[config.mk]
export PLATFORM = sky130hd
export DESIGN_NAME = tlpt_ctrl_flat
export DESIGN_NICKNAME = d
export VERILOG_FILES = /design/src/sv/tlpt_pkg.sv /design/src/sv/tlpt_if.sv /design/src/sv/tlpt_ctrl.sv /design/src/flat_wrapper.sv
export SDC_FILE = /design/constraint.sdc
export NUM_CORES = 1
export LEC_CHECK = 0
export BUFFER_PORTS_ARGS = -buffer_cell sky130_fd_sc_hd__buf_2
export CAP_MARGIN = 20
export CELL_PAD_IN_SITES_DETAIL_PLACEMENT = 0
export CELL_PAD_IN_SITES_GLOBAL_PLACEMENT = 2
export CORE_UTILIZATION = 25
export DETAILED_ROUTE_END_ITERATION = 8
export GPL_TIMING_DRIVEN = 1
export PLACE_DENSITY_LB_ADDON = 0.1
export SLEW_MARGIN = 5
export SYNTH_ARGS = -nofsm -noshare
export SYNTH_HDL_FRONTEND = slang
export SYNTH_SLANG_ARGS = --single-unit
[constraint.sdc]
create_clock -name clk_i -period 2.69 [get_ports clk_i]
set_clock_uncertainty 0.2 [all_clocks]
set_input_delay 0.1345 -clock clk_i [delete_from_list [all_inputs] [get_ports clk_i]]
set_output_delay 0.1345 -clock clk_i [all_outputs]
set_load 0.005 [all_outputs]
[src/sv/tlpt_pkg.sv]
// Package with the constants and types of the two-level page table manager.
package tlpt_pkg;

  localparam int unsigned TableSlotsDef = 4;
  localparam int unsigned AddrW         = 32;
  localparam int unsigned FlagsW        = 12;
  localparam int unsigned OffW          = 12;
  localparam int unsigned IdxW          = 10;
  localparam int unsigned FrameW        = AddrW - OffW;

  typedef enum logic [1:0] {
    FUNC_MAP    = 2'd0,
    FUNC_UNMAP  = 2'd1,
    FUNC_LOOKUP = 2'd2,
    FUNC_RSVD   = 2'd3
  } func_e;

  typedef enum logic [2:0] {
    ST_DIR_CLR,
    ST_IDLE,
    ST_DIR,
    ST_TBL,
    ST_SLOT_CLR,
    ST_MAP_WR
  } state_e;

endpackage

[src/sv/tlpt_if.sv]
// Handshake interfaces for the request and result channels.
interface tlpt_req_if;
  import tlpt_pkg::*;

  logic              valid;
  logic              ready;
  logic [1:0]        func;
  logic [AddrW-1:0]  vaddr;
  logic [AddrW-1:0]  paddr;
  logic [FlagsW-1:0] flags;

  modport source (output valid, func, vaddr, paddr, flags, input ready);
  modport sink   (input valid, func, vaddr, paddr, flags, output ready);
endinterface

interface tlpt_rsp_if;
  import tlpt_pkg::*;

  logic             valid;
  logic             ready;
  logic             status;
  logic             hit;
  logic [AddrW-1:0] phys_addr;

  modport source (output valid, status, hit, phys_addr, input ready);
  modport sink   (input valid, status, hit, phys_addr, output ready);
endinterface

[src/sv/tlpt_ctrl.sv]
// Sequencer that walks the directory and table memories and holds the result register.
module tlpt_ctrl #(
  parameter int unsigned TableSlots = tlpt_pkg::TableSlotsDef,
  parameter int unsigned SlotW      = 2,
  parameter int unsigned DirEntW    = 15,
  parameter int unsigned TblAw      = 12
) (
  input  logic               clk_i,
  input  logic               rst_ni,
  tlpt_req_if.sink           req_i,
  tlpt_rsp_if.source         rsp_o,
  // Directory memory port.
  output logic               dir_we_o,
  output logic [tlpt_pkg::IdxW-1:0] dir_waddr_o,
  output logic [DirEntW-1:0] dir_wdata_o,
  output logic [tlpt_pkg::IdxW-1:0] dir_raddr_o,
  input  logic [DirEntW-1:0] dir_rdata_i,
  // Table memory port.
  output logic               tbl_we_o,
  output logic [TblAw-1:0]   tbl_waddr_o,
  output logic [tlpt_pkg::AddrW-1:0] tbl_wdata_o,
  output logic [TblAw-1:0]   tbl_raddr_o,
  input  logic [tlpt_pkg::AddrW-1:0] tbl_rdata_i
);
  import tlpt_pkg::*;

  localparam int unsigned CntW = $clog2(TableSlots + 1);

  state_e              state_q, state_d;
  logic [IdxW-1:0]     cnt_q, cnt_d;
  logic [CntW-1:0]     used_q, used_d;
  logic [SlotW-1:0]    slot_q, slot_d;
  func_e               func_q, func_d;
  logic [IdxW-1:0]     pd_q, pd_d;
  logic [IdxW-1:0]     pt_q, pt_d;
  logic [OffW-1:0]     off_q, off_d;
  logic [FrameW-1:0]   frame_q, frame_d;
  logic [FlagsW-1:0]   flags_q, flags_d;
  logic                ovalid_q, ovalid_d;
  logic                ostatus_q, ostatus_d;
  logic                ohit_q, ohit_d;
  logic [AddrW-1:0]    ophys_q, ophys_d;

  logic                out_free;
  logic                dir_present;
  logic [SlotW-1:0]    dir_slot;
  logic                tbl_hit;
  logic [AddrW-1:0]    map_entry;

  assign out_free    = !ovalid_q || rsp_o.ready;
  assign dir_present = dir_rdata_i[0];
  assign dir_slot    = dir_rdata_i[DirEntW-1 -: SlotW];
  assign tbl_hit     = tbl_rdata_i[0] && (func_q != FUNC_RSVD);
  assign map_entry   = {frame_q, flags_q | OffW'(1)};

  assign dir_raddr_o = (state_q == ST_IDLE) ? req_i.vaddr[AddrW-1 -: IdxW] : pd_q;
  assign tbl_raddr_o = {dir_slot, pt_q};

  always_ff @(posedge clk_i or negedge rst_ni) begin
    if (!rst_ni) begin
      state_q  <= ST_DIR_CLR;
      cnt_q    <= '0;
      used_q   <= '0;
      ovalid_q <= 1'b0;
    end else begin
      state_q  <= state_d;
      cnt_q    <= cnt_d;
      used_q   <= used_d;
      ovalid_q <= ovalid_d;
    end
  end

  always_ff @(posedge clk_i) begin
    slot_q    <= slot_d;
    func_q    <= func_d;
    pd_q      <= pd_d;
    pt_q      <= pt_d;
    off_q     <= off_d;
    frame_q   <= frame_d;
    flags_q   <= flags_d;
    ostatus_q <= ostatus_d;
    ohit_q    <= ohit_d;
    ophys_q   <= ophys_d;
  end

  always_comb begin
    state_d     = state_q;
    cnt_d       = cnt_q;
    used_d      = used_q;
    slot_d      = slot_q;
    func_d      = func_q;
    pd_d        = pd_q;
    pt_d        = pt_q;
    off_d       = off_q;
    frame_d     = frame_q;
    flags_d     = flags_q;
    ovalid_d    = ovalid_q && !rsp_o.ready;
    ostatus_d   = ostatus_q;
    ohit_d      = ohit_q;
    ophys_d     = ophys_q;
    req_i.ready = 1'b0;
    dir_we_o    = 1'b0;
    dir_waddr_o = pd_q;
    dir_wdata_o = {slot_q, flags_q, 1'b1};
    tbl_we_o    = 1'b0;
    tbl_waddr_o = {dir_slot, pt_q};
    tbl_wdata_o = map_entry;

    case (state_q)
      ST_DIR_CLR: begin
        dir_we_o    = 1'b1;
        dir_waddr_o = cnt_q;
        dir_wdata_o = '0;
        cnt_d       = cnt_q + 1'b1;
        if (&cnt_q) begin
          state_d = ST_IDLE;
        end
      end
      ST_IDLE: begin
        req_i.ready = 1'b1;
        if (req_i.valid) begin
          func_d  = func_e'(req_i.func);
          pd_d    = req_i.vaddr[AddrW-1 -: IdxW];
          pt_d    = req_i.vaddr[OffW +: IdxW];
          off_d   = req_i.vaddr[OffW-1:0];
          frame_d = req_i.paddr[AddrW-1 -: FrameW];
          flags_d = req_i.flags;
          state_d = ST_DIR;
        end
      end
      ST_DIR: begin
        if (dir_present) begin
          state_d = ST_TBL;
        end else if (func_q == FUNC_MAP && used_q != CntW'(TableSlots)) begin
          // Claim the next slot and record it in the directory.
          slot_d      = used_q[SlotW-1:0];
          used_d      = used_q + 1'b1;
          dir_we_o    = 1'b1;
          dir_wdata_o = {used_q[SlotW-1:0], flags_q, 1'b1};
          cnt_d       = '0;
          state_d     = ST_SLOT_CLR;
        end else if (out_free) begin
          ovalid_d  = 1'b1;
          ostatus_d = (func_q == FUNC_MAP);
          ohit_d    = 1'b0;
          ophys_d   = '0;
          state_d   = ST_IDLE;
        end
      end
      ST_SLOT_CLR: begin
        tbl_we_o    = 1'b1;
        tbl_waddr_o = {slot_q, cnt_q};
        tbl_wdata_o = '0;
        cnt_d       = cnt_q + 1'b1;
        if (&cnt_q) begin
          state_d = ST_MAP_WR;
        end
      end
      ST_MAP_WR: begin
        if (out_free) begin
          tbl_we_o    = 1'b1;
          tbl_waddr_o = {slot_q, pt_q};
          ovalid_d    = 1'b1;
          ostatus_d   = 1'b0;
          ohit_d      = 1'b0;
          ophys_d     = '0;
          state_d     = ST_IDLE;
        end
      end
      ST_TBL: begin
        if (out_free) begin
          ovalid_d  = 1'b1;
          ostatus_d = 1'b0;
          ohit_d    = tbl_hit;
          ophys_d   = (func_q == FUNC_LOOKUP && tbl_hit) ?
                      {tbl_rdata_i[AddrW-1 -: FrameW], off_q} : '0;
          if (func_q == FUNC_MAP) begin
            tbl_we_o = 1'b1;
          end else if (func_q == FUNC_UNMAP && tbl_hit) begin
            tbl_we_o    = 1'b1;
            tbl_wdata_o = '0;
          end
          state_d = ST_IDLE;
        end
      end
      default: begin
        state_d = ST_IDLE;
      end
    endcase
  end

  assign rsp_o.valid     = ovalid_q;
  assign rsp_o.status    = ostatus_q;
  assign rsp_o.hit       = ohit_q;
  assign rsp_o.phys_addr = ophys_q;

endmodule

[src/flat_wrapper.sv]
// flat-port wrapper written by rule: the top's interface ports become plain ports
module tlpt_ctrl_flat import tlpt_pkg::*;
#(
  parameter int unsigned TableSlots = tlpt_pkg::TableSlotsDef,
  parameter int unsigned SlotW      = 2,
  parameter int unsigned DirEntW    = 15,
  parameter int unsigned TblAw      = 12
)
  (clk_i, rst_ni, dir_we_o, dir_waddr_o, dir_wdata_o, dir_raddr_o, dir_rdata_i, tbl_we_o, tbl_waddr_o, tbl_wdata_o, tbl_raddr_o, tbl_rdata_i, req_i_valid, req_i_func, req_i_vaddr, req_i_paddr, req_i_flags, req_i_ready, rsp_o_valid, rsp_o_status, rsp_o_hit, rsp_o_phys_addr, rsp_o_ready);
  tlpt_req_if req_i_i ();
  tlpt_rsp_if rsp_o_i ();
  input  logic clk_i;
  input  logic rst_ni;
  output logic dir_we_o;
  output logic [tlpt_pkg::IdxW-1:0] dir_waddr_o;
  output logic [DirEntW-1:0] dir_wdata_o;
  output logic [tlpt_pkg::IdxW-1:0] dir_raddr_o;
  input  logic [DirEntW-1:0] dir_rdata_i;
  output logic tbl_we_o;
  output logic [TblAw-1:0] tbl_waddr_o;
  output logic [tlpt_pkg::AddrW-1:0] tbl_wdata_o;
  output logic [TblAw-1:0] tbl_raddr_o;
  input  logic [tlpt_pkg::AddrW-1:0] tbl_rdata_i;
  input wire logic [$bits(req_i_i.valid)-1:0] req_i_valid;
  input wire logic [$bits(req_i_i.func)-1:0] req_i_func;
  input wire logic [$bits(req_i_i.vaddr)-1:0] req_i_vaddr;
  input wire logic [$bits(req_i_i.paddr)-1:0] req_i_paddr;
  input wire logic [$bits(req_i_i.flags)-1:0] req_i_flags;
  output wire logic [$bits(req_i_i.ready)-1:0] req_i_ready;
  output wire logic [$bits(rsp_o_i.valid)-1:0] rsp_o_valid;
  output wire logic [$bits(rsp_o_i.status)-1:0] rsp_o_status;
  output wire logic [$bits(rsp_o_i.hit)-1:0] rsp_o_hit;
  output wire logic [$bits(rsp_o_i.phys_addr)-1:0] rsp_o_phys_addr;
  input wire logic [$bits(rsp_o_i.ready)-1:0] rsp_o_ready;
  assign req_i_i.valid = req_i_valid;
  assign req_i_i.func = req_i_func;
  assign req_i_i.vaddr = req_i_vaddr;
  assign req_i_i.paddr = req_i_paddr;
  assign req_i_i.flags = req_i_flags;
  assign req_i_ready = req_i_i.ready;
  assign rsp_o_valid = rsp_o_i.valid;
  assign rsp_o_status = rsp_o_i.status;
  assign rsp_o_hit = rsp_o_i.hit;
  assign rsp_o_phys_addr = rsp_o_i.phys_addr;
  assign rsp_o_i.ready = rsp_o_ready;
  tlpt_ctrl #(.TableSlots(TableSlots), .SlotW(SlotW), .DirEntW(DirEntW), .TblAw(TblAw)) u_core (.clk_i(clk_i), .rst_ni(rst_ni), .req_i(req_i_i), .rsp_o(rsp_o_i), .dir_we_o(dir_we_o), .dir_waddr_o(dir_waddr_o), .dir_wdata_o(dir_wdata_o), .dir_raddr_o(dir_raddr_o), .dir_rdata_i(dir_rdata_i), .tbl_we_o(tbl_we_o), .tbl_waddr_o(tbl_waddr_o), .tbl_wdata_o(tbl_wdata_o), .tbl_raddr_o(tbl_raddr_o), .tbl_rdata_i(tbl_rdata_i));
endmodule
==> results_dict.tcl <==
set metrics [dict create \
    status "completed" \
    gp_congestion 0.665 \
    fp.dieH_um 144 \
    hold_viol_final 0 \
    gr-usage-all-layers_pct 12.7 \
    critPathRequiredTime_ns 2.36 \
    synthMuxAreaShare_pct 5.31 \
    worstMarginPinSlew_ns 0.438 \
    yosys_warnings 0 \
    start_util_pct 25.8 \
    top_layer "met4" \
    drc 0 \
    ant_nets 0 \
    met2WireLength_um 6600 \
    area_delta_synth_final_pct 58.5 \
    cts_tree "done" \
    synth-simple-area-share_pct 18.3 \
    maxSlewHeadroom_pct 70.8 \
    start_kind "flop" \
    drv_cap 0 \
    hold_class "in -> async" \
    netlist_area_sq_um 5070 \
    vdd_drop_max_mv 0.563 \
    nets 815 \
    finalCritPeriodShare_pct 90.5 \
    design_area_sq_um 8040 \
    cp_cell_sequence "nor2_2, and2_2, a31oi_4, buf_4, and2_1, buf_2" \
    dpl.cell_count 836 \
    diodes 0 \
    endpoint_kind "primary output" \
    cp_num_buf_inv 2 \
    final_util_pct 40.9 \
    dr_total_vias 3876 \
    cts_root_buffer "clkbuf_16" \
    met3WireLength_um 834 \
    grt_max_degree 44 \
    wire_per_inst_um 13.8 \
    slowest_stage "dfrtp_2" \
    power.density_nw_per_um2 842 \
    hpwlAfterDp_um 9190 \
    synth_nets 488 \
    crit_family "simple AND/OR/NAND/NOR gates" \
    finalSetupViolCount 0 \
    fmax_mhz 411 \
    die_w_um 144 \
    grt_overflow 0 \
    seq_area_frac_synth_pct 68.8 \
    synth_edf_count 102 \
    wl_um 13300 \
    synthAdderAreaFrac_pct 0.740 \
    drive_gt1_share_pct 41.4 \
    routedLengthMet1_um 5740 \
    grt_first_pass_wirelength_um 19800 \
    async_flop_share_pct 14.3 \
    io_buffers 222 \
    fin_crit_ns 2.44 \
    maxSlewViolCount 0 \
    rsz0062_at_grt "no" \
    path_class "reg -> out" \
    antenna_found_initial 0 \
    synth-xor-area-share_pct 0.518 \
    path_clk_slew_ns 0.06 \
    coreArea_sq_um 19700 \
    io_pins 258 \
    synthCells 356 \
    synth-compound-area-share_pct 3.36 \
    firstDrtPassIters 4 \
    drt_iter0_markers 138 \
    die_area_sq_um 20900 \
    drt-vias-per-instance 4.03 \
    grt_pass1_vias 3837 \
    syn_area_per_cell_sq_um 14.2 \
    clock_sinks 119 \
    cts_max_level 4 \
    cts_buffers 17 \
    crit_fanout 32 \
    critical_path.max_stage_delay_ns 0.54 \
    placed_area_sq_um 6490 \
    worstPathArrival_ns 2.10 \
    ctsLongestPathBuffers 2 \
    ys_ff_latch 119 \
    num_rows 51 \
    instances_no_fill 961 \
    finalSetupTns_ns 0 \
    synth_top_family_by_area "simple AND/OR/NAND/NOR gates" \
    insertion_delay_ns 0.40 \
    leakage_nw 3.39 \
    ys_types 45 \
    synth_ff_type "edfxtp_1" \
]
[registers in the layout (all words and copies together), names as in the netlist, 3 cells and up]
register / cells
u_core.flags_q: 12
u_core.frame_q: 20
u_core.state_q: 3
u_core.used_q: 3
u_core.cnt_q: 10
u_core.pt_q: 10
u_core.rsp_o.phys_addr: 32
u_core.pd_q: 10
u_core.off_q: 12
[cell usage after synthesis (2+ instances only)]
library cell | instances | area, sq um
edfxtp_1 | 102 | 3060
and2_1 | 76 | 475
nand2_1 | 46 | 173
dfrtp_1 | 17 | 425
mux2_1 | 17 | 191
o21ai_0 | 8 | 40.0
buf_6 | 7 | 78.8
nand3_1 | 7 | 35.0
mux2_2 | 6 | 67.6
nor2_1 | 6 | 22.5
a21oi_1 | 5 | 25.0
buf_2 | 4 | 20.0
buf_4 | 4 | 30.0
nand4_1 | 4 | 25.0
ha_1 | 3 | 37.5
inv_1 | 3 | 11.3
nand2b_1 | 3 | 18.8
nor3_1 | 3 | 15.0
o211ai_1 | 3 | 22.5
o31ai_1 | 3 | 22.5
and3_1 | 2 | 12.5
clkbuf_1 | 2 | 7.51
nor2b_1 | 2 | 12.5
xnor2_1 | 2 | 17.5
[final timing paths]
check	start	end	slack [ns]	depth (start not counted)
max	u_core.state_q[0]	tbl_wdata_o[10]	0.25	6
min	rst_ni	u_core.state_q[1]	0.02	2
max reg2reg	u_core.used_q[0]	u_core.state_q[1]	0.47	7
min reg2reg	u_core.used_q[1]	u_core.slot_q[1]	0.29	0
max in group asynchronous	rst_ni	u_core.state_q[0]	1.94	2
min in group clk_i	req_i_vaddr[1]	u_core.off_q[1]	0.23	2
[what timing repair did]
action | CTS | global route
endpoints found under the setup margin | 0 | 56
gates resized for setup | 0 | 5
endpoints found under the hold margin | 108 | 0
setup buffers | 0 | 0
hold buffers | 92 | 0
[final cells by class]
cell class	instances	area [sq um]
clock inverter	15	179
sequential	119	3490
inverter	4	20.0
clock buffer	17	425
multi-input combinational	216	1450
timing repair buffer	324	2130
timing repair inverter	1	7.51
fill	1982	11600
tap	265	332
[where the power goes]
part	leakage, nW	internal (mW)	total [mW]	switching, mW
clock network	0.285	1.46	2.31	0.849
logic	1.97	0.880	1.82	0.944
registers	1.14	2.36	2.64	0.273
total	3.39	4.70	6.77	2.07
[layer usage]
layer / up-vias / global-route usage (%)
li1: 1922 / -
met1: 1817 / 15.0
met2: 130 / 21.5
met3: 7 / 4.57
met4: 0 / 3.82
met5: - / 0
[placed cells by master, fill, tap and decap left out, types with 4 or more instances in the layout]
| cell type | count |
|---|---|
| nand3_1 | 7 |
| clkinv_4 | 4 |
| clkbuf_16 | 17 |
| nand2_1 | 46 |
| mux2_2 | 6 |
| clkinvlp_4 | 6 |
| buf_4 | 8 |
| dfrtp_1 | 16 |
| a21oi_1 | 5 |
| and2_1 | 75 |
| nor2_1 | 5 |
| buf_2 | 222 |
| clkinv_2 | 4 |
| nand4_1 | 4 |
| mux2_1 | 17 |
| o21ai_0 | 8 |
| edfxtp_1 | 102 |
| dlygate4sd3_1 | 92 |
[cell families (layout without fill, tap and decap cells)]
| group | after synthesis | after routing |
|---|---|---|
| buf+inv | 21 | 361 |
| flops | 119 | 119 |
| fa+ha+maj | 3 | 3 |
| mux | 24 | 24 |
| compound gates | 25 | 25 |
| xor+xnor | 3 | 3 |
| simple gates | 161 | 161 |
[per-stage QoR]
| stage | total power, mW | worst slack (ns) | hold WS, ns |
|---|---|---|---|
| 3_5_place_dp | 4.40 | 0.478 | -0.0979 |
| 4_1_cts | 6.88 | 0.0312 | 0.00151 |
| 5_1_grt | 7.21 | 0.0571 | 0.0277 |
| 3_3_place_gp | 4.40 | 0.478 | -0.0999 |
| 2_1_floorplan | 3.51 | 0.292 | -0.361 |
| 6_report | 6.77 | 0.255 | 0.0185 |
(Power assumes the default switching activity.)
